===== config.mk =====
export PLATFORM = sky130hd
export DESIGN_NAME = assembly_token_lexer
export DESIGN_NICKNAME = d
export VERILOG_FILES = /design/src/hw/rtl/atl_pkg.sv /design/src/hw/rtl/atl_fifo.sv /design/src/hw/rtl/atl_lex.sv /design/src/hw/rtl/assembly_token_lexer.sv
export VERILOG_INCLUDE_DIRS = /design/src /design/src/hw/rtl
export SDC_FILE = /design/constraint.sdc
export NUM_CORES = 1
export LEC_CHECK = 0
export BUFFER_PORTS_ARGS = -buffer_cell sky130_fd_sc_hd__buf_2
export CAP_MARGIN = 20
export CORE_MARGIN = 1.5
export CORE_UTILIZATION = 50
export DETAILED_ROUTE_END_ITERATION = 10
export GPL_ROUTABILITY_DRIVEN = 0
export GPL_TIMING_DRIVEN = 0
export PLACE_DENSITY_LB_ADDON = 0.08
export SLEW_MARGIN = 0
export SYNTH_ARGS = -nofsm -noshare
export SYNTH_HDL_FRONTEND = slang
export SYNTH_SLANG_ARGS = --single-unit

===== constraint.sdc =====
create_clock -name clk -period 14.05 [get_ports clk]
set_input_delay 0.7025 -clock clk [delete_from_list [all_inputs] [get_ports clk]]
set_output_delay 0.7025 -clock clk [all_outputs]
set_load 0.01 [all_outputs]

===== src/hw/rtl/assembly_token_lexer_assert.svh =====
// ----------------------------------------------------------------------------
// Assertion macros for the assembly token lexer
// Shared always, immediate-cycle and next-cycle property forms, clocked on clk.
// ----------------------------------------------------------------------------
`ifndef ASSEMBLY_TOKEN_LEXER_ASSERT_SVH
`define ASSEMBLY_TOKEN_LEXER_ASSERT_SVH

// expr must hold at every edge outside reset
`define ATL_ASSERT_ALWAYS(label, expr) \
	label: assert property (@(posedge clk) disable iff (!arst_n) (expr)) \
		else $error("lexer check failed");

// cons must hold in the cycle after ante
`define ATL_ASSERT_NEXT(label, ante, cons) \
	label: assert property (@(posedge clk) disable iff (!arst_n) (ante) |=> (cons)) \
		else $error("lexer check failed");

// cons must hold in the same cycle as ante
`define ATL_ASSERT_IMPL(label, ante, cons) \
	label: assert property (@(posedge clk) disable iff (!arst_n) (ante) |-> (cons)) \
		else $error("lexer check failed");

`endif


===== src/hw/rtl/atl_pkg.sv =====
// ----------------------------------------------------------------------------
// atl_pkg
// Types and constants shared by the assembly token lexer modules.
// ----------------------------------------------------------------------------
package atl_pkg;

	localparam int POSITION_BITS_DEF = 16;
	localparam int TQ_DEPTH          = 4;

	typedef enum logic [3:0] {
		KIND_UNKNOWN = 4'd0,
		KIND_END     = 4'd1,
		KIND_EOL     = 4'd2,
		KIND_COLON   = 4'd3,
		KIND_COMMA   = 4'd4,
		KIND_SEMI    = 4'd5,
		KIND_STRING  = 4'd6,
		KIND_SYMBOL  = 4'd7,
		KIND_BIN     = 4'd8,
		KIND_OCT     = 4'd9,
		KIND_DEC     = 4'd10,
		KIND_HEX     = 4'd11
	} kind_t;

	typedef enum logic [2:0] {
		MODE_IDLE      = 3'd0,
		MODE_AFTER_EOL = 3'd1,
		MODE_STR_SQ    = 3'd2,
		MODE_STR_DQ    = 3'd3,
		MODE_SYMBOL    = 3'd4,
		MODE_ZERO      = 3'd5,
		MODE_DIGITS    = 3'd6
	} mode_t;

	typedef struct packed {
		kind_t       kind;
		logic [15:0] start;
		logic [15:0] length;
		logic [15:0] line;
		logic        unclosed;
		logic        last;
	} token_t;

	// tokens produced by one character, 0..2
	typedef struct packed {
		logic [1:0] cnt;
		token_t     tok0;
		token_t     tok1;
	} push_t;

	typedef struct packed {
		logic room;   // space for two more tokens
		logic valid;
	} tq_status_t;

endpackage


===== src/hw/rtl/atl_fifo.sv =====
// ----------------------------------------------------------------------------
// atl_fifo
// Token queue: takes up to two tokens per cycle, hands out one per beat.
// ----------------------------------------------------------------------------
module atl_fifo (
	input  logic            clk,
	input  logic            arst_n,
	input  atl_pkg::push_t  push,
	input  logic            pop,
	output atl_pkg::token_t head,
	output atl_pkg::tq_status_t status
);
	import atl_pkg::*;

	localparam int PtrW = $clog2(TQ_DEPTH);
	localparam int CntW = $clog2(TQ_DEPTH + 1);

	token_t            entries_q [TQ_DEPTH];
	logic [PtrW-1:0]   wr_ptr_q;
	logic [PtrW-1:0]   rd_ptr_q;
	logic [CntW-1:0]   count_q;
	logic              do_pop;

	assign do_pop       = pop && (count_q != '0);
	assign head         = entries_q[rd_ptr_q];
	assign status.valid = (count_q != '0);
	assign status.room  = (count_q <= CntW'(TQ_DEPTH - 2));

	always_ff @(posedge clk) begin
		if (push.cnt != 2'd0) entries_q[wr_ptr_q] <= push.tok0;
		if (push.cnt == 2'd2) entries_q[wr_ptr_q + PtrW'(1)] <= push.tok1;
	end

	always_ff @(posedge clk or negedge arst_n) begin
		if (!arst_n) begin
			wr_ptr_q <= '0;
			rd_ptr_q <= '0;
			count_q  <= '0;
		end else begin
			wr_ptr_q <= wr_ptr_q + PtrW'(push.cnt);
			if (do_pop) rd_ptr_q <= rd_ptr_q + PtrW'(1);
			count_q <= count_q + CntW'(push.cnt) - CntW'(do_pop);
		end
	end

`include "assembly_token_lexer_assert.svh"

	`ATL_ASSERT_ALWAYS(a_count_bound, count_q <= CntW'(TQ_DEPTH))
	`ATL_ASSERT_IMPL(a_no_overflow, push.cnt != 2'd0, count_q <= CntW'(TQ_DEPTH - 2))
	`ATL_ASSERT_NEXT(a_pop_drains, do_pop && push.cnt == 2'd0, count_q == $past(count_q) - CntW'(1))

endmodule


===== src/hw/rtl/atl_lex.sv =====
// ----------------------------------------------------------------------------
// atl_lex
// Lexer state and per-character decode; emits up to two tokens per beat.
// ----------------------------------------------------------------------------
module atl_lex #(
	parameter int POSITION_BITS = atl_pkg::POSITION_BITS_DEF
) (
	input  logic           clk,
	input  logic           arst_n,
	input  logic           fire,
	input  logic [7:0]     character,
	output atl_pkg::push_t push
);
	import atl_pkg::*;

	localparam logic [7:0] ChNl    = 8'h0a;
	localparam logic [7:0] ChCr    = 8'h0d;
	localparam logic [7:0] ChTab   = 8'h09;
	localparam logic [7:0] ChSpace = 8'h20;
	localparam logic [7:0] ChColon = 8'h3a;
	localparam logic [7:0] ChComma = 8'h2c;
	localparam logic [7:0] ChSemi  = 8'h3b;
	localparam logic [7:0] ChUnder = 8'h5f;
	localparam logic [7:0] ChSq    = 8'h27;
	localparam logic [7:0] ChDq    = 8'h22;
	localparam logic [7:0] ChZero  = 8'h30;
	localparam logic [7:0] ChNine  = 8'h39;
	localparam logic [7:0] ChNul   = 8'h00;
	localparam logic [POSITION_BITS-1:0] PosOne = POSITION_BITS'(1);

	typedef logic [POSITION_BITS-1:0] pos_t;

	function automatic pos_t sat_inc(input pos_t v);
		return (v == '1) ? v : v + PosOne;
	endfunction

	function automatic logic is_digit(input logic [7:0] c);
		return (c >= ChZero) && (c <= ChNine);
	endfunction

	function automatic logic is_alpha(input logic [7:0] c);
		return (c == ChUnder) || (c >= 8'h41 && c <= 8'h5a) || (c >= 8'h61 && c <= 8'h7a);
	endfunction

	mode_t mode_q, nxt_mode;
	kind_t pkind_q, nxt_pkind;
	pos_t  pstart_q, nxt_pstart;
	pos_t  pline_q, nxt_pline;
	pos_t  pos_q, nxt_pos;
	pos_t  line_q, nxt_line;

	pos_t   pos_inc;
	pos_t   plen;
	logic   str_mode;

	// idle-state decode
	logic   lx_emit;
	token_t lx_tok;
	mode_t  lx_mode;
	logic   lx_pend;
	kind_t  lx_pkind;
	pos_t   lx_pstart;
	logic   lx_nl;

	logic   fl_emit, b_emit, use_idle;
	token_t fl_tok, b_tok;

	assign pos_inc  = sat_inc(pos_q);
	assign plen     = (pos_q >= pstart_q) ? pos_q - pstart_q : '0;
	assign str_mode = (mode_q == MODE_STR_SQ) || (mode_q == MODE_STR_DQ);

	always_comb begin
		lx_mode   = MODE_IDLE;
		lx_emit   = 1'b0;
		lx_pend   = 1'b0;
		lx_pkind  = pkind_q;
		lx_pstart = pstart_q;
		lx_nl     = 1'b0;
		lx_tok    = '{kind: KIND_UNKNOWN, start: 16'(pos_q), length: 16'd1,
		              line: 16'(line_q), unclosed: 1'b0, last: 1'b0};
		if (character == ChSpace || character == ChTab) begin
			lx_emit = 1'b0;
		end else if (character == ChNl) begin
			lx_emit     = 1'b1;
			lx_tok.kind = KIND_EOL;
			lx_nl       = 1'b1;
			lx_mode     = MODE_AFTER_EOL;
		end else if (character == ChColon) begin
			lx_emit     = 1'b1;
			lx_tok.kind = KIND_COLON;
		end else if (character == ChComma) begin
			lx_emit     = 1'b1;
			lx_tok.kind = KIND_COMMA;
		end else if (character == ChSemi) begin
			lx_emit     = 1'b1;
			lx_tok.kind = KIND_SEMI;
		end else begin
			lx_pend = 1'b1;
			if (character == ChSq || character == ChDq) begin
				lx_mode   = (character == ChSq) ? MODE_STR_SQ : MODE_STR_DQ;
				lx_pkind  = KIND_STRING;
				lx_pstart = pos_inc;
			end else if (is_alpha(character)) begin
				lx_mode   = MODE_SYMBOL;
				lx_pkind  = KIND_SYMBOL;
				lx_pstart = pos_q;
			end else if (character == ChZero) begin
				lx_mode   = MODE_ZERO;
				lx_pkind  = KIND_OCT;
				lx_pstart = pos_inc;
			end else if (is_digit(character)) begin
				lx_mode   = MODE_DIGITS;
				lx_pkind  = KIND_DEC;
				lx_pstart = pos_q;
			end else begin
				lx_emit = 1'b1;
			end
		end
	end

	always_comb begin
		nxt_mode   = mode_q;
		nxt_pkind  = pkind_q;
		nxt_pstart = pstart_q;
		nxt_pline  = pline_q;
		nxt_pos    = pos_inc;
		nxt_line   = line_q;
		fl_emit    = 1'b0;
		use_idle   = 1'b0;
		b_emit     = 1'b0;
		fl_tok     = '{kind: pkind_q, start: 16'(pstart_q), length: 16'(plen),
		              line: 16'(pline_q), unclosed: 1'b0, last: 1'b0};
		b_tok      = lx_tok;

		if (character == ChNul) begin
			// flush open token, then end-of-text, then back to reset state
			fl_emit = str_mode || (mode_q == MODE_SYMBOL) || (mode_q == MODE_ZERO)
			          || (mode_q == MODE_DIGITS);
			if (str_mode) begin
				fl_tok.kind     = KIND_STRING;
				fl_tok.unclosed = 1'b1;
			end
			b_emit     = 1'b1;
			b_tok      = '{kind: KIND_END, start: 16'(pos_q), length: 16'd0,
			              line: 16'(line_q), unclosed: 1'b0, last: 1'b0};
			nxt_mode   = MODE_IDLE;
			nxt_pkind  = KIND_UNKNOWN;
			nxt_pstart = '0;
			nxt_pline  = PosOne;
			nxt_pos    = '0;
			nxt_line   = PosOne;
		end else begin
			case (mode_q)
				MODE_AFTER_EOL: begin
					if (character == ChCr) nxt_mode = MODE_IDLE;
					else use_idle = 1'b1;
				end
				MODE_STR_SQ, MODE_STR_DQ: begin
					if (character == ((mode_q == MODE_STR_SQ) ? ChSq : ChDq)) begin
						fl_emit     = 1'b1;
						fl_tok.kind = KIND_STRING;
						nxt_mode    = MODE_IDLE;
					end
				end
				MODE_SYMBOL: begin
					if (!(is_alpha(character) || is_digit(character))) begin
						fl_emit  = 1'b1;
						use_idle = 1'b1;
					end
				end
				MODE_ZERO: begin
					if (character == 8'h62 || character == 8'h42) begin
						nxt_pkind  = KIND_BIN;
						nxt_pstart = pos_inc;
						nxt_mode   = MODE_DIGITS;
					end else if (character == 8'h78 || character == 8'h58) begin
						nxt_pkind  = KIND_HEX;
						nxt_pstart = pos_inc;
						nxt_mode   = MODE_DIGITS;
					end else if (is_digit(character)) begin
						nxt_mode = MODE_DIGITS;
					end else begin
						fl_emit  = 1'b1;
						use_idle = 1'b1;
					end
				end
				MODE_DIGITS: begin
					if (!is_digit(character)) begin
						fl_emit  = 1'b1;
						use_idle = 1'b1;
					end
				end
				default: begin
					use_idle = 1'b1;
				end
			endcase
			if (use_idle) begin
				b_emit   = lx_emit;
				nxt_mode = lx_mode;
				if (lx_pend) begin
					nxt_pkind  = lx_pkind;
					nxt_pstart = lx_pstart;
					nxt_pline  = line_q;
				end
				if (lx_nl) nxt_line = sat_inc(line_q);
			end
		end

		push.cnt       = 2'(fl_emit) + 2'(b_emit);
		push.tok0      = fl_emit ? fl_tok : b_tok;
		push.tok0.last = !(fl_emit && b_emit);
		push.tok1      = b_tok;
		push.tok1.last = 1'b1;
		if (!fire) push.cnt = 2'd0;
	end

	always_ff @(posedge clk or negedge arst_n) begin
		if (!arst_n) begin
			mode_q   <= MODE_IDLE;
			pkind_q  <= KIND_UNKNOWN;
			pstart_q <= '0;
			pline_q  <= PosOne;
			pos_q    <= '0;
			line_q   <= PosOne;
		end else if (fire) begin
			mode_q   <= nxt_mode;
			pkind_q  <= nxt_pkind;
			pstart_q <= nxt_pstart;
			pline_q  <= nxt_pline;
			pos_q    <= nxt_pos;
			line_q   <= nxt_line;
		end
	end

`include "assembly_token_lexer_assert.svh"

	`ATL_ASSERT_NEXT(a_eot_restart, fire && character == ChNul, pos_q == '0 && line_q == PosOne && mode_q == MODE_IDLE)
	`ATL_ASSERT_IMPL(a_pair_last, push.cnt == 2'd2, push.tok1.last && !push.tok0.last)
	`ATL_ASSERT_IMPL(a_eot_emits, fire && character == ChNul, push.cnt != 2'd0)

endmodule


===== src/hw/rtl/assembly_token_lexer.sv =====
// Path: a byte waits in the input register for queue room; its tokens then enter the queue.
// Throughput: one character per cycle while the token queue has room; a character that
// closes a symbol or number and is itself a one-character token, or a byte 0 closing one,
// makes two tokens, two output beats; the four-entry queue sets the rate when output stalls.
// Reset: idle between tokens, offset 0, line 1, queue empty; byte 0 also restarts.
// ----------------------------------------------------------------------------
// assembly_token_lexer
// Streaming lexer for assembly text: one byte in per beat, tokens out.
// ----------------------------------------------------------------------------
module assembly_token_lexer #(
	parameter int POSITION_BITS = atl_pkg::POSITION_BITS_DEF
) (
	input  logic        clk,
	input  logic        arst_n,
	input  logic        s_axis_tvalid,
	output logic        s_axis_tready,
	input  logic [7:0]  s_axis_tdata,   // [7:0] character
	output logic        m_axis_tvalid,
	input  logic        m_axis_tready,
	// [15:0] token_start, [31:16] token_length, [47:32] line_number,
	// [48] unclosed_string, [55:49] zero
	output logic [55:0] m_axis_tdata,
	output logic [3:0]  m_axis_tuser,   // [3:0] token_kind
	output logic        m_axis_tlast    // last_of_run
);
	import atl_pkg::*;

	logic       s1_valid_q;
	logic [7:0] s1_char_q;
	logic       fire;

	push_t      push;
	token_t     head;
	tq_status_t tq_status;

	assign fire          = s1_valid_q && tq_status.room;
	assign s_axis_tready = !s1_valid_q || tq_status.room;

	always_ff @(posedge clk or negedge arst_n) begin
		if (!arst_n) begin
			s1_valid_q <= 1'b0;
		end else if (s_axis_tready) begin
			s1_valid_q <= s_axis_tvalid;
		end
	end

	always_ff @(posedge clk) begin
		if (s_axis_tready && s_axis_tvalid) s1_char_q <= s_axis_tdata;
	end

	atl_lex #(
		.POSITION_BITS(POSITION_BITS)
	) u_lex (
		.clk       (clk),
		.arst_n    (arst_n),
		.fire      (fire),
		.character (s1_char_q),
		.push      (push)
	);

	atl_fifo u_fifo (
		.clk    (clk),
		.arst_n (arst_n),
		.push   (push),
		.pop    (m_axis_tready),
		.head   (head),
		.status (tq_status)
	);

	assign m_axis_tvalid = tq_status.valid;
	assign m_axis_tdata  = {7'd0, head.unclosed, head.line, head.length, head.start};
	assign m_axis_tuser  = head.kind;
	assign m_axis_tlast  = head.last;

endmodule


# Word-level counts from Yosys, hierarchy flattened
# Memory sizes are Yosys's and may differ from the RTL's.
# Cells that the tools add are included.
[op_classes]
add_sub_neg = 9
order_cmp = 8
n_eq_ne = 35
mux = 104
n_reduce_logical = 33
[ops]
columns = ["cell", "count"]
rows = [
  ["16-bit 2-to-1 mux", 25],
  ["54-bit 2-to-1 mux", 2],
  ["4-bit 2-to-1 mux", 23],
  ["8-bit by 6-bit equality test with 1-bit output (second input constant)", 7],
  ["3-bit 2-to-1 mux", 18],
  ["8-bit by 7-bit equality test with 1-bit output (second input constant)", 5],
  ["16-bit by 1-bit adder with 16-bit output (second input constant)", 2],
  ["16-bit equality test (second input constant)", 2],
  ["1-bit 2-to-1 mux", 32],
  ["8-bit by 4-bit equality test with 1-bit output (second input constant)", 3],
  ["4-bit != test (second input constant)", 5],
  ["16-bit >= comparator", 1],
  ["8-bit by 7-bit >= comparator with 1-bit output (second input constant)", 2],
  ["8-bit by 7-bit <= comparator with 1-bit output (second input constant)", 2],
  ["16-bit subtractor", 1],
  ["1-bit logical OR", 12],
  ["3-bit equality test (second input constant)", 3],
  ["3-bit one-hot mux with 3 select lines", 1],
  ["8-bit equality test", 1],
  ["8-bit by 6-bit >= comparator with 1-bit output (second input constant)", 1],
  ["8-bit by 6-bit <= comparator with 1-bit output (second input constant)", 1],
  ["8-bit zero test", 1],
  ["4-bit by 1-bit != test with 1-bit output (second input constant)", 2],
  ["2-bit nonzero test", 4],
  ["other kinds (24)", 33],
]
[word_totals]
reg_bits = 87
ramBits = 216
in_bits = 12
output_inout_bits = 63
elab_cells = 201
n_memories = 1
[mem_list]
columns = ["name", "depth", "word_bits", "rd", "rd_clocked_by_memory_dff", "wr", "line_no", "source"]
rows = [
  ["u_fifo.entries_q", 4, 54, 1, 0, 2, "atl_fifo.sv:18", "token_t entries_q [TQ_DEPTH];"],
]

# Longest topological paths before layout
# Gate-level depths: netlist of run 1.
[depth]
depth_word = 18
mapped_depth = 17
mapped_depth_nobuf = 13

# By module
# Synthesis of run 1 repeated with hierarchy kept, for this count alone.
[hier_totals]
hier_cells = 1282
hier_area_um2 = 17684.5
[by_module_without_submodules]
columns = ["mod", "instances", "cells_each", "area_per_inst_um2", "seq_area_each_um2"]
rows = [
  ["atl_fifo", 1, 563, 11503.5, 6661.4],
  ["atl_lex", 1, 698, 5824.3, 1779.2],
  ["assembly_token_lexer", 1, 21, 356.6, 265.3],
]

# Worst setup path before layout of run 1
# OpenSTA, ideal clock, no wires.
[synth_path]
path_type = "reg2reg"
startpoint = "reg s1_char_q[7]"
endpoint = "mem u_fifo.entries_q[0][10] (netlist name) (enable)"
setup_ns = 0.422
t_arrival_ns = 4.089
required_time_ns = 13.628
setup_slack_ns = 9.539
stages_incl_launch_ff = 15
path_buffers = 3
period_less_slack_ns = 4.511
path_cell_list = "edfxtp_1 > nor4b_4 > nand2_2 > nor4b_4 > o21ai_2 > a211o_1 > buf_4 > inv_4 > ha_1 > clkbuf_1 > o211ai_1 > nor3_1 > nor2_1 > clkbuf_1 > inv_1"
[synth_rtl]
columns = ["element", "line_no", "source"]
rows = [
  ["start, declared", "assembly_token_lexer.sv:29", "logic [7:0] s1_char_q;"],
  ["start signal, assigned", "assembly_token_lexer.sv:48", "if (s_axis_tready && s_axis_tvalid) s1_char_q <= s_axis_tdata;"],
  ["end, declared", "atl_fifo.sv:18", ""],
]

==> flow_metrics.env, run 1 <==
export IMPL_synth_compound_area_share_pct=21.7
export IMPL_cp_slowest_cell="a2111oi_2"
export IMPL_synth_fa_ha_area_share_pct=2.11
export IMPL_pwr_share_comb_pct=41.5
export IMPL_endpoint="u_fifo.entries_q[3][40]$_DFFE_PP_"
export IMPL_synth_area_leaders="edfxtp_1 (29%), dfrtp_1 (12%), a22o_1 (11%)"
export IMPL_ctsHtreeMaxLevel=2
export IMPL_crit_top_cell="clkbuf_1"
export IMPL_cts_sinks=303
export IMPL_grt_setup_unrepaired="no"
export IMPL_grtUsageTotal_pct=28.8
export IMPL_final_layout_size_suffix_gt1_share_pct=17.3
export IMPL_synthDominantCellAreaShare_pct=29.4
export IMPL_net_switching_power_uw=1440
export IMPL_cap_violations=0
export IMPL_status="finished, final reports clean"
export IMPL_ys_seq_area_share_pct=51.5
export IMPL_dp_slack_ns=8.44
export IMPL_root_buffer="clkbuf_16"
export IMPL_dieArea_um2=32100
export IMPL_power_share_clock_pct=23.8
export IMPL_sw_frac_of_total_pct=39.6
export IMPL_first_global_vias=11500
export IMPL_setup_worst_path_start="s1_char_q[0]$_DFFE_PP_"
export IMPL_tightest_slew_ns=1.11
export IMPL_pwr_share_seq_pct=34.7
export IMPL_diodes=0
export IMPL_slew_headroom_pct=25.4
export IMPL_crit_chain="clkbuf_1 > nor4b_2 > o211ai_1 > and2_1 > a211oi_4 > a211o_1 > buf_4 > inv_4 > ha_1 > clkbuf_1 > o211ai_1 > or2_2 > clkbuf_1 > a2111oi_2 > clkbuf_1 > a22o_1"
export IMPL_rr_startpoint="s1_char_q[0]$_DFFE_PP_"
export IMPL_start_kind="flip-flop"
export IMPL_post_route_drc_count=0
export IMPL_ios=75
export IMPL_row_count=64
export IMPL_clkLatencyLatePin_ns=0.53
export IMPL_drt_iter0_drc=1292
export IMPL_netlist_instances=1323
export IMPL_r2r_end="u_fifo.entries_q[3][40]$_DFFE_PP_"
export IMPL_fin_worst_skew_ns=0.0269
export IMPL_synth_top_cell_by_area="edfxtp_1"
export IMPL_firstDrtPassIters=6
export IMPL_die_h_um=179
export IMPL_cts_hold_repair_buffers=0
export IMPL_crit_fanout=10
export IMPL_muxShareOfSynthArea_pct=8.33
export IMPL_place_hpwl_um=32500
export IMPL_cts_tree="built"
export IMPL_reg2regPathDepth=16
export IMPL_ant_nets=0
export IMPL_crit_required_ns=14.42
export IMPL_cts_repair_resized=0
export IMPL_num_vias=12200
export IMPL_cp_end_kind="flip-flop"
export IMPL_multiInputGateArea_um2=6870
export IMPL_path_clk_slew_ns=0.06
export IMPL_slowest_delay_ns=0.89
export IMPL_yosysWarnings=0
export IMPL_synth_top_family_by_area="compound AO/OA/AOI/OAI gates"
export IMPL_cts_made_buffers=35
export IMPL_path_class="flip-flop to flip-flop"
export IMPL_async_flop_share_pct=26.1
export IMPL_r2r_slack_ns=8.32
export IMPL_synth_edf_count=152
export IMPL_p_leak_uw=0.00654
export IMPL_io_buffers=67
export IMPL_wirelength_um=45900
export IMPL_critPathArrivalTime_ns=6.10
export IMPL_cts_buffer_depth=3
export IMPL_timing_final_crit_share_pct=40.8
export IMPL_wl_per_cell_um=24.7
export IMPL_synth_simple_area_share_pct=10.5
export IMPL_grt_overflow=0
export IMPL_ys_flop_type="edfxtp_1"
export IMPL_final_hold_viol_count=0
export IMPL_nets=1475
export IMPL_fillers=2601
export IMPL_drv_slew=0
export IMPL_synthesis_area_um2=15500
export IMPL_drt_vias_per_instance=6.54
export IMPL_core_area_um2=30600
export IMPL_layout_setup_ws_ns=8.32
export IMPL_finalSetupTns_ns=0
export IMPL_area_growth_syn_to_layout_pct=13.2
export IMPL_syn_area_per_cell_um2=11.7
export IMPL_vdd_drop_max_uv=97.4
export IMPL_antenna_found_initial=0
export IMPL_ys_types=82
export IMPL_seq_area_um2=7990
export IMPL_yosysMostFrequentCell="a22o_1"
export IMPL_grt_max_degree=65
export IMPL_dieWidth_um=179
export IMPL_final_setup_viol_count=0
export IMPL_fmax_mhz=175
export IMPL_p_int_uw=2200
export IMPL_timing_hold_ws_ns=0.0578
export IMPL_min_delay_path_class="primary input to asynchronous set/reset pin"
export IMPL_period_minus_slack_ns=5.73
export IMPL_post_cts_buffers=0
export IMPL_start_util_pct=50.7
export IMPL_p_per_area_nw_per_um2=207
export IMPL_ys_ff_latch=303
export IMPL_grt_pass1_wl_um=69200
export IMPL_yosys_top_cells_count="a22o_1 (188), edfxtp_1 (152), nand2_1 (97)"
export IMPL_synth_xor_area_share_pct=1.47
## power groups by stage
stage	clock network [uW]	logic, uW	registers (uW)
after floorplan	0	1000	1230
after global placement	0	1470	1270
after detailed placement	0	1500	1270
after CTS	875	1500	1260
after global routing	906	1630	1280
final	865	1510	1260
## final cells by class
cell class,instances,area share (%)
Sequential cell,303,45.5
Tap cell,396,2.82
Inverter,41,0.891
Clock inverter,13,0.399
Clock buffer,49,5.75
Timing Repair Buffer,72,2.54
Buffer,115,3.02
Multi-Input combinational cell,870,39.1
## cell families (layout without fill, tap and decap cells)
| family | count (synthesis) | count (layout) |
|---|---|---|
| AOI/OAI and AO/OA | 443 | 443 |
| xor gates and xnor gates | 26 | 26 |
| adders and majority gates | 25 | 25 |
| buffers and inverters | 156 | 290 |
| DFF | 303 | 303 |
| muxes | 61 | 61 |
| other | 1 | 7 |
| and+or+nand+nor | 308 | 308 |
## how the worst min path moves through the flow
stage                                                     from                                   end  slack [ns]  cells past startpoint
after global routing                                    arst_n         u_lex.pline_q[10]$_DFFE_PN0P_        0.08                      1
final                                                   arst_n         u_lex.pline_q[10]$_DFFE_PN0P_        0.06                      1
after CTS                                               arst_n         u_lex.pline_q[10]$_DFFE_PN0P_        0.07                      1
after detailed placement  u_fifo.entries_q[1][25]$_SDFFE_PP0N_  u_fifo.entries_q[1][25]$_SDFFE_PP0N_        0.44                      2
after global placement    u_fifo.entries_q[1][25]$_SDFFE_PP0N_  u_fifo.entries_q[1][25]$_SDFFE_PP0N_        0.43                      2
after floorplan                                         arst_n                s1_valid_q$_DFFE_PN0N_        0.41                      0
## critical path: cells and delay by family, from the launching register on
family	cells	cell delay, ns
AOI/OAI and AO/OA	6	2.24
adders and majority gates	1	0.28
buffers and inverters	6	1.63
DFF	1	0.41
and+or+nand+nor	3	0.99
## stage by stage
| stage | cell area [um2] | std cells | util, % | total power (uW) |
|---|---|---|---|---|
| finish | 17600 | 1859 | 57.4 | 3640 |
| floorplan | 15500 | 1329 | - | 2230 |
| detailed placement | 16500 | 1797 | 53.9 | 2770 |
| CTS | 17600 | 1859 | 57.4 | 3630 |
| global placement | 16400 | 1792 | 53.5 | 2740 |
| global route | 17600 | 1859 | 57.4 | 3820 |
## state kept, by name, summed over array words and instances, names as in the netlist
register,count
s1_char_q,8
s1_valid_q,1
u_fifo.count_q,3
u_fifo.entries_q,216
u_fifo.rd_ptr_q,2
u_fifo.wr_ptr_q,2
u_lex.line_q,16
u_lex.mode_q,3
u_lex.pkind_q,4
u_lex.pline_q,16
u_lex.pos_q,16
u_lex.pstart_q,16
## cell usage in the layout, fill, tap and decap left out, types with 20 or more instances in the layout
cell       Yosys  layout
o21ai_0       52      52
edfxtp_1     152     152
a22o_1       188     188
ha_1          23      23
clkbuf_16      0      36
nand4_1       20      20
dfxtp_1       72      72
nand2_1       97      97
mux4_2        54      54
o22ai_1       27      27
o21ai_1       25      25
inv_1         39      35
o211ai_1      21      21
buf_2         18      84
nand3_1       32      32
clkbuf_1      71      78
nor2_1        37      37
a21oi_1       44      44
dfrtp_1       77      77
## layer usage
| metal | track usage, % | part of all wire, % | vias up |
|---|---|---|---|
| li1 | - | - | 5416 |
| met1 | 43.0 | 45 | 6059 |
| met2 | 43.9 | 45 | 593 |
| met3 | 3.67 | 8.1 | 88 |
| met4 | 8.64 | 2.4 | 0 |
| met5 | 0 | 0 | - |
Note: power is estimated with default switching activity, not from simulation.
==> run 2: changes to the inputs <==
==> constraint.sdc (replaced) <==
create_clock -name clk -period 5 [get_ports clk]
set_input_delay 0.25 -clock clk [delete_from_list [all_inputs] [get_ports clk]]
set_output_delay 0.25 -clock clk [all_outputs]
set_load 0.01 [all_outputs]
==> run 2 against run 1 <==
Net effect: critical path depth decreased by 2; clock skew increased by 0.0015 ns; non-clock buffer count increased by 20; critical endpoint is now u_fifo.entries_q[1][44]$_DFFE_PP_; highest routed layer unchanged.
==> flow_metrics.env, run 2 (same netlist as run 1, synthesis figures left out) <==
export IMPL_status="finished, final reports clean"
export IMPL_core_area_um2=30600
export IMPL_period_minus_slack_ns=4.80
export IMPL_slew_headroom_pct=29.6
export IMPL_vdd_drop_max_uv=299
export IMPL_cts_sinks=303
export IMPL_grt_pass1_wl_um=69800
export IMPL_root_buffer="clkbuf_16"
export IMPL_area_growth_syn_to_layout_pct=14.9
export IMPL_wl_per_cell_um=24.6
export IMPL_die_h_um=179
export IMPL_dieWidth_um=179
export IMPL_crit_required_ns=5.20
export IMPL_grt_setup_unrepaired="yes"
export IMPL_antenna_found_initial=0
export IMPL_stdcell_count=1879
export IMPL_p_per_area_nw_per_um2=577
export IMPL_largest_register_ffs=216
export IMPL_start_kind="flip-flop"
export IMPL_row_count=64
export IMPL_tightest_slew_ns=1.05
export IMPL_multiInputGateArea_um2=6950
export IMPL_critPathArrivalTime_ns=5.00
export IMPL_p_leak_uw=0.00667
export IMPL_drv_slew=0
export IMPL_diodes=0
export IMPL_mostFrequentLayoutCell="a22o_1"
export IMPL_grt_overflow=0
export IMPL_io_buffers=67
export IMPL_finalSetupTns_ns=0
export IMPL_cts_made_buffers=35
export IMPL_cp_slowest_cell="nor4_1"
export IMPL_dieArea_um2=32100
export IMPL_top_register="u_fifo.entries_q"
export IMPL_firstDrtPassIters=7
export IMPL_path_clk_slew_ns=0.06
export IMPL_min_delay_path_class="primary input to flip-flop"
export IMPL_path_class="flip-flop to flip-flop"
export IMPL_final_cell_mix="a22o_1 (188), edfxtp_1 (152), nand2_1 (97)"
export IMPL_crit_fanout=25
export IMPL_final_hold_viol_count=0
export IMPL_cap_violations=0
export IMPL_slowest_delay_ns=0.57
export IMPL_fillers=2581
export IMPL_first_global_vias=11600
export IMPL_start_util_pct=50.7
export IMPL_post_route_drc_count=0
export IMPL_place_hpwl_um=32500
export IMPL_placed_cells=1797
export IMPL_grt_max_degree=65
export IMPL_crit_chain="nor2b_1 > nand4_1 > a21oi_2 > o21ai_2 > a211o_1 > buf_4 > inv_4 > ha_2 > nand2_1 > clkbuf_1 > nor4_1 > nor2_2 > inv_2 > buf_12"
export IMPL_drt_iter0_drc=1375
export IMPL_cts_buffer_depth=3
export IMPL_cp_end_kind="flip-flop"
export IMPL_timing_final_crit_share_pct=96.0
export IMPL_drt_vias_per_instance=6.50
export IMPL_ctsHtreeMaxLevel=2
export IMPL_ios=75
export IMPL_grtUsageTotal_pct=29.1
export IMPL_final_setup_viol_count=0
export IMPL_power_total_uw=10300
export IMPL_seq_area_um2=7990
export IMPL_final_layout_size_suffix_gt1_share_pct=18.7
export IMPL_ant_nets=0
export IMPL_fin_worst_skew_ns=0.0284
export IMPL_clkLatencyLatePin_ns=0.53
export IMPL_nets=1495
export IMPL_cts_tree="built"
export IMPL_wirelength_um=46200
export IMPL_num_vias=12200
export IMPL_fmax_mhz=208
## run 2: critical path: cells and delay by family (launching register included)
kind            cells  cell delay (ns)
compound gates      3             0.88
fa+ha+maj           1             0.24
flops               1             0.51
buf+inv             5             1.23
simple gates        5             1.57
## run 2: worst paths after layout
kind,from,to,slack (ns),cells after the start
worst max-delay path,u_lex.mode_q[1]$_DFFE_PN0P_,u_fifo.entries_q[1][44]$_DFFE_PP_,0.20,14
worst min-delay path,m_axis_tready,u_fifo.rd_ptr_q[0]$_DFFE_PN0P_,0.11,3
worst max register to register,u_lex.mode_q[1]$_DFFE_PN0P_,u_fifo.entries_q[1][44]$_DFFE_PP_,0.20,14
worst min register to register,u_fifo.entries_q[2][28]$_SDFFE_PP0N_,u_fifo.entries_q[2][28]$_SDFFE_PP0N_,0.45,2
max in group asynchronous,arst_n,u_lex.pstart_q[11]$_DFFE_PN0P_,4.20,3
min in group asynchronous,arst_n,u_lex.pline_q[10]$_DFFE_PN0P_,0.15,2
## run 2: metrics by stage
step / area (um2) / utilization, % / setup slack (ns) / hold slack, ns
floorplan: 15500 / - / 0.489 / -0.0456
global placement: 16400 / 53.5 / -1.34 / 0.428
detailed placement: 16500 / 53.9 / -0.612 / 0.156
CTS: 17800 / 58.2 / 0.00152 / 0.106
global route: 17800 / 58.3 / -0.00960 / 0.127
finish: 17800 / 58.3 / 0.201 / 0.109
## run 2: metal layers
metal / track usage, % / vias to the layer above / part of all wire [%]
li1: - / 5447 / -
met1: 43.2 / 6064 / 44
met2: 44.3 / 615 / 45
met3: 3.69 / 93 / 8.2
met4: 9.16 / 0 / 2.6
met5: 0 / - / 0
## run 2: area by class of cell
type,instances,area share (%)
buffer,114,3.03
clock buffer,49,5.66
clock inverter,13,0.393
inverter,41,0.877
multi-input combinational,870,39.0
sequential,303,44.8
tap,396,2.78
timing repair buffer,93,3.52
## run 2: timing repair
| action | in CTS | in global routing |
|---|---|---|
| endpoints found under the hold margin | 56 | 0 |
| resized for setup | 19 | 3 |
| setup endpoints to repair | 240 | 305 |
| hold buffers | 10 | 0 |
| pin swaps | 6 | 3 |
| setup buffers | 7 | 4 |
## run 2: where the power goes
| group | leakage [uW] | internal, uW | switching (uW) | total, uW |
|---|---|---|---|---|
| clock network | 0.000534 | 1410 | 1020 | 2430 |
| registers | 0.00305 | 3210 | 343 | 3550 |
| logic | 0.00309 | 1590 | 2710 | 4300 |
| total | 0.00667 | 6210 | 4080 | 10300 |
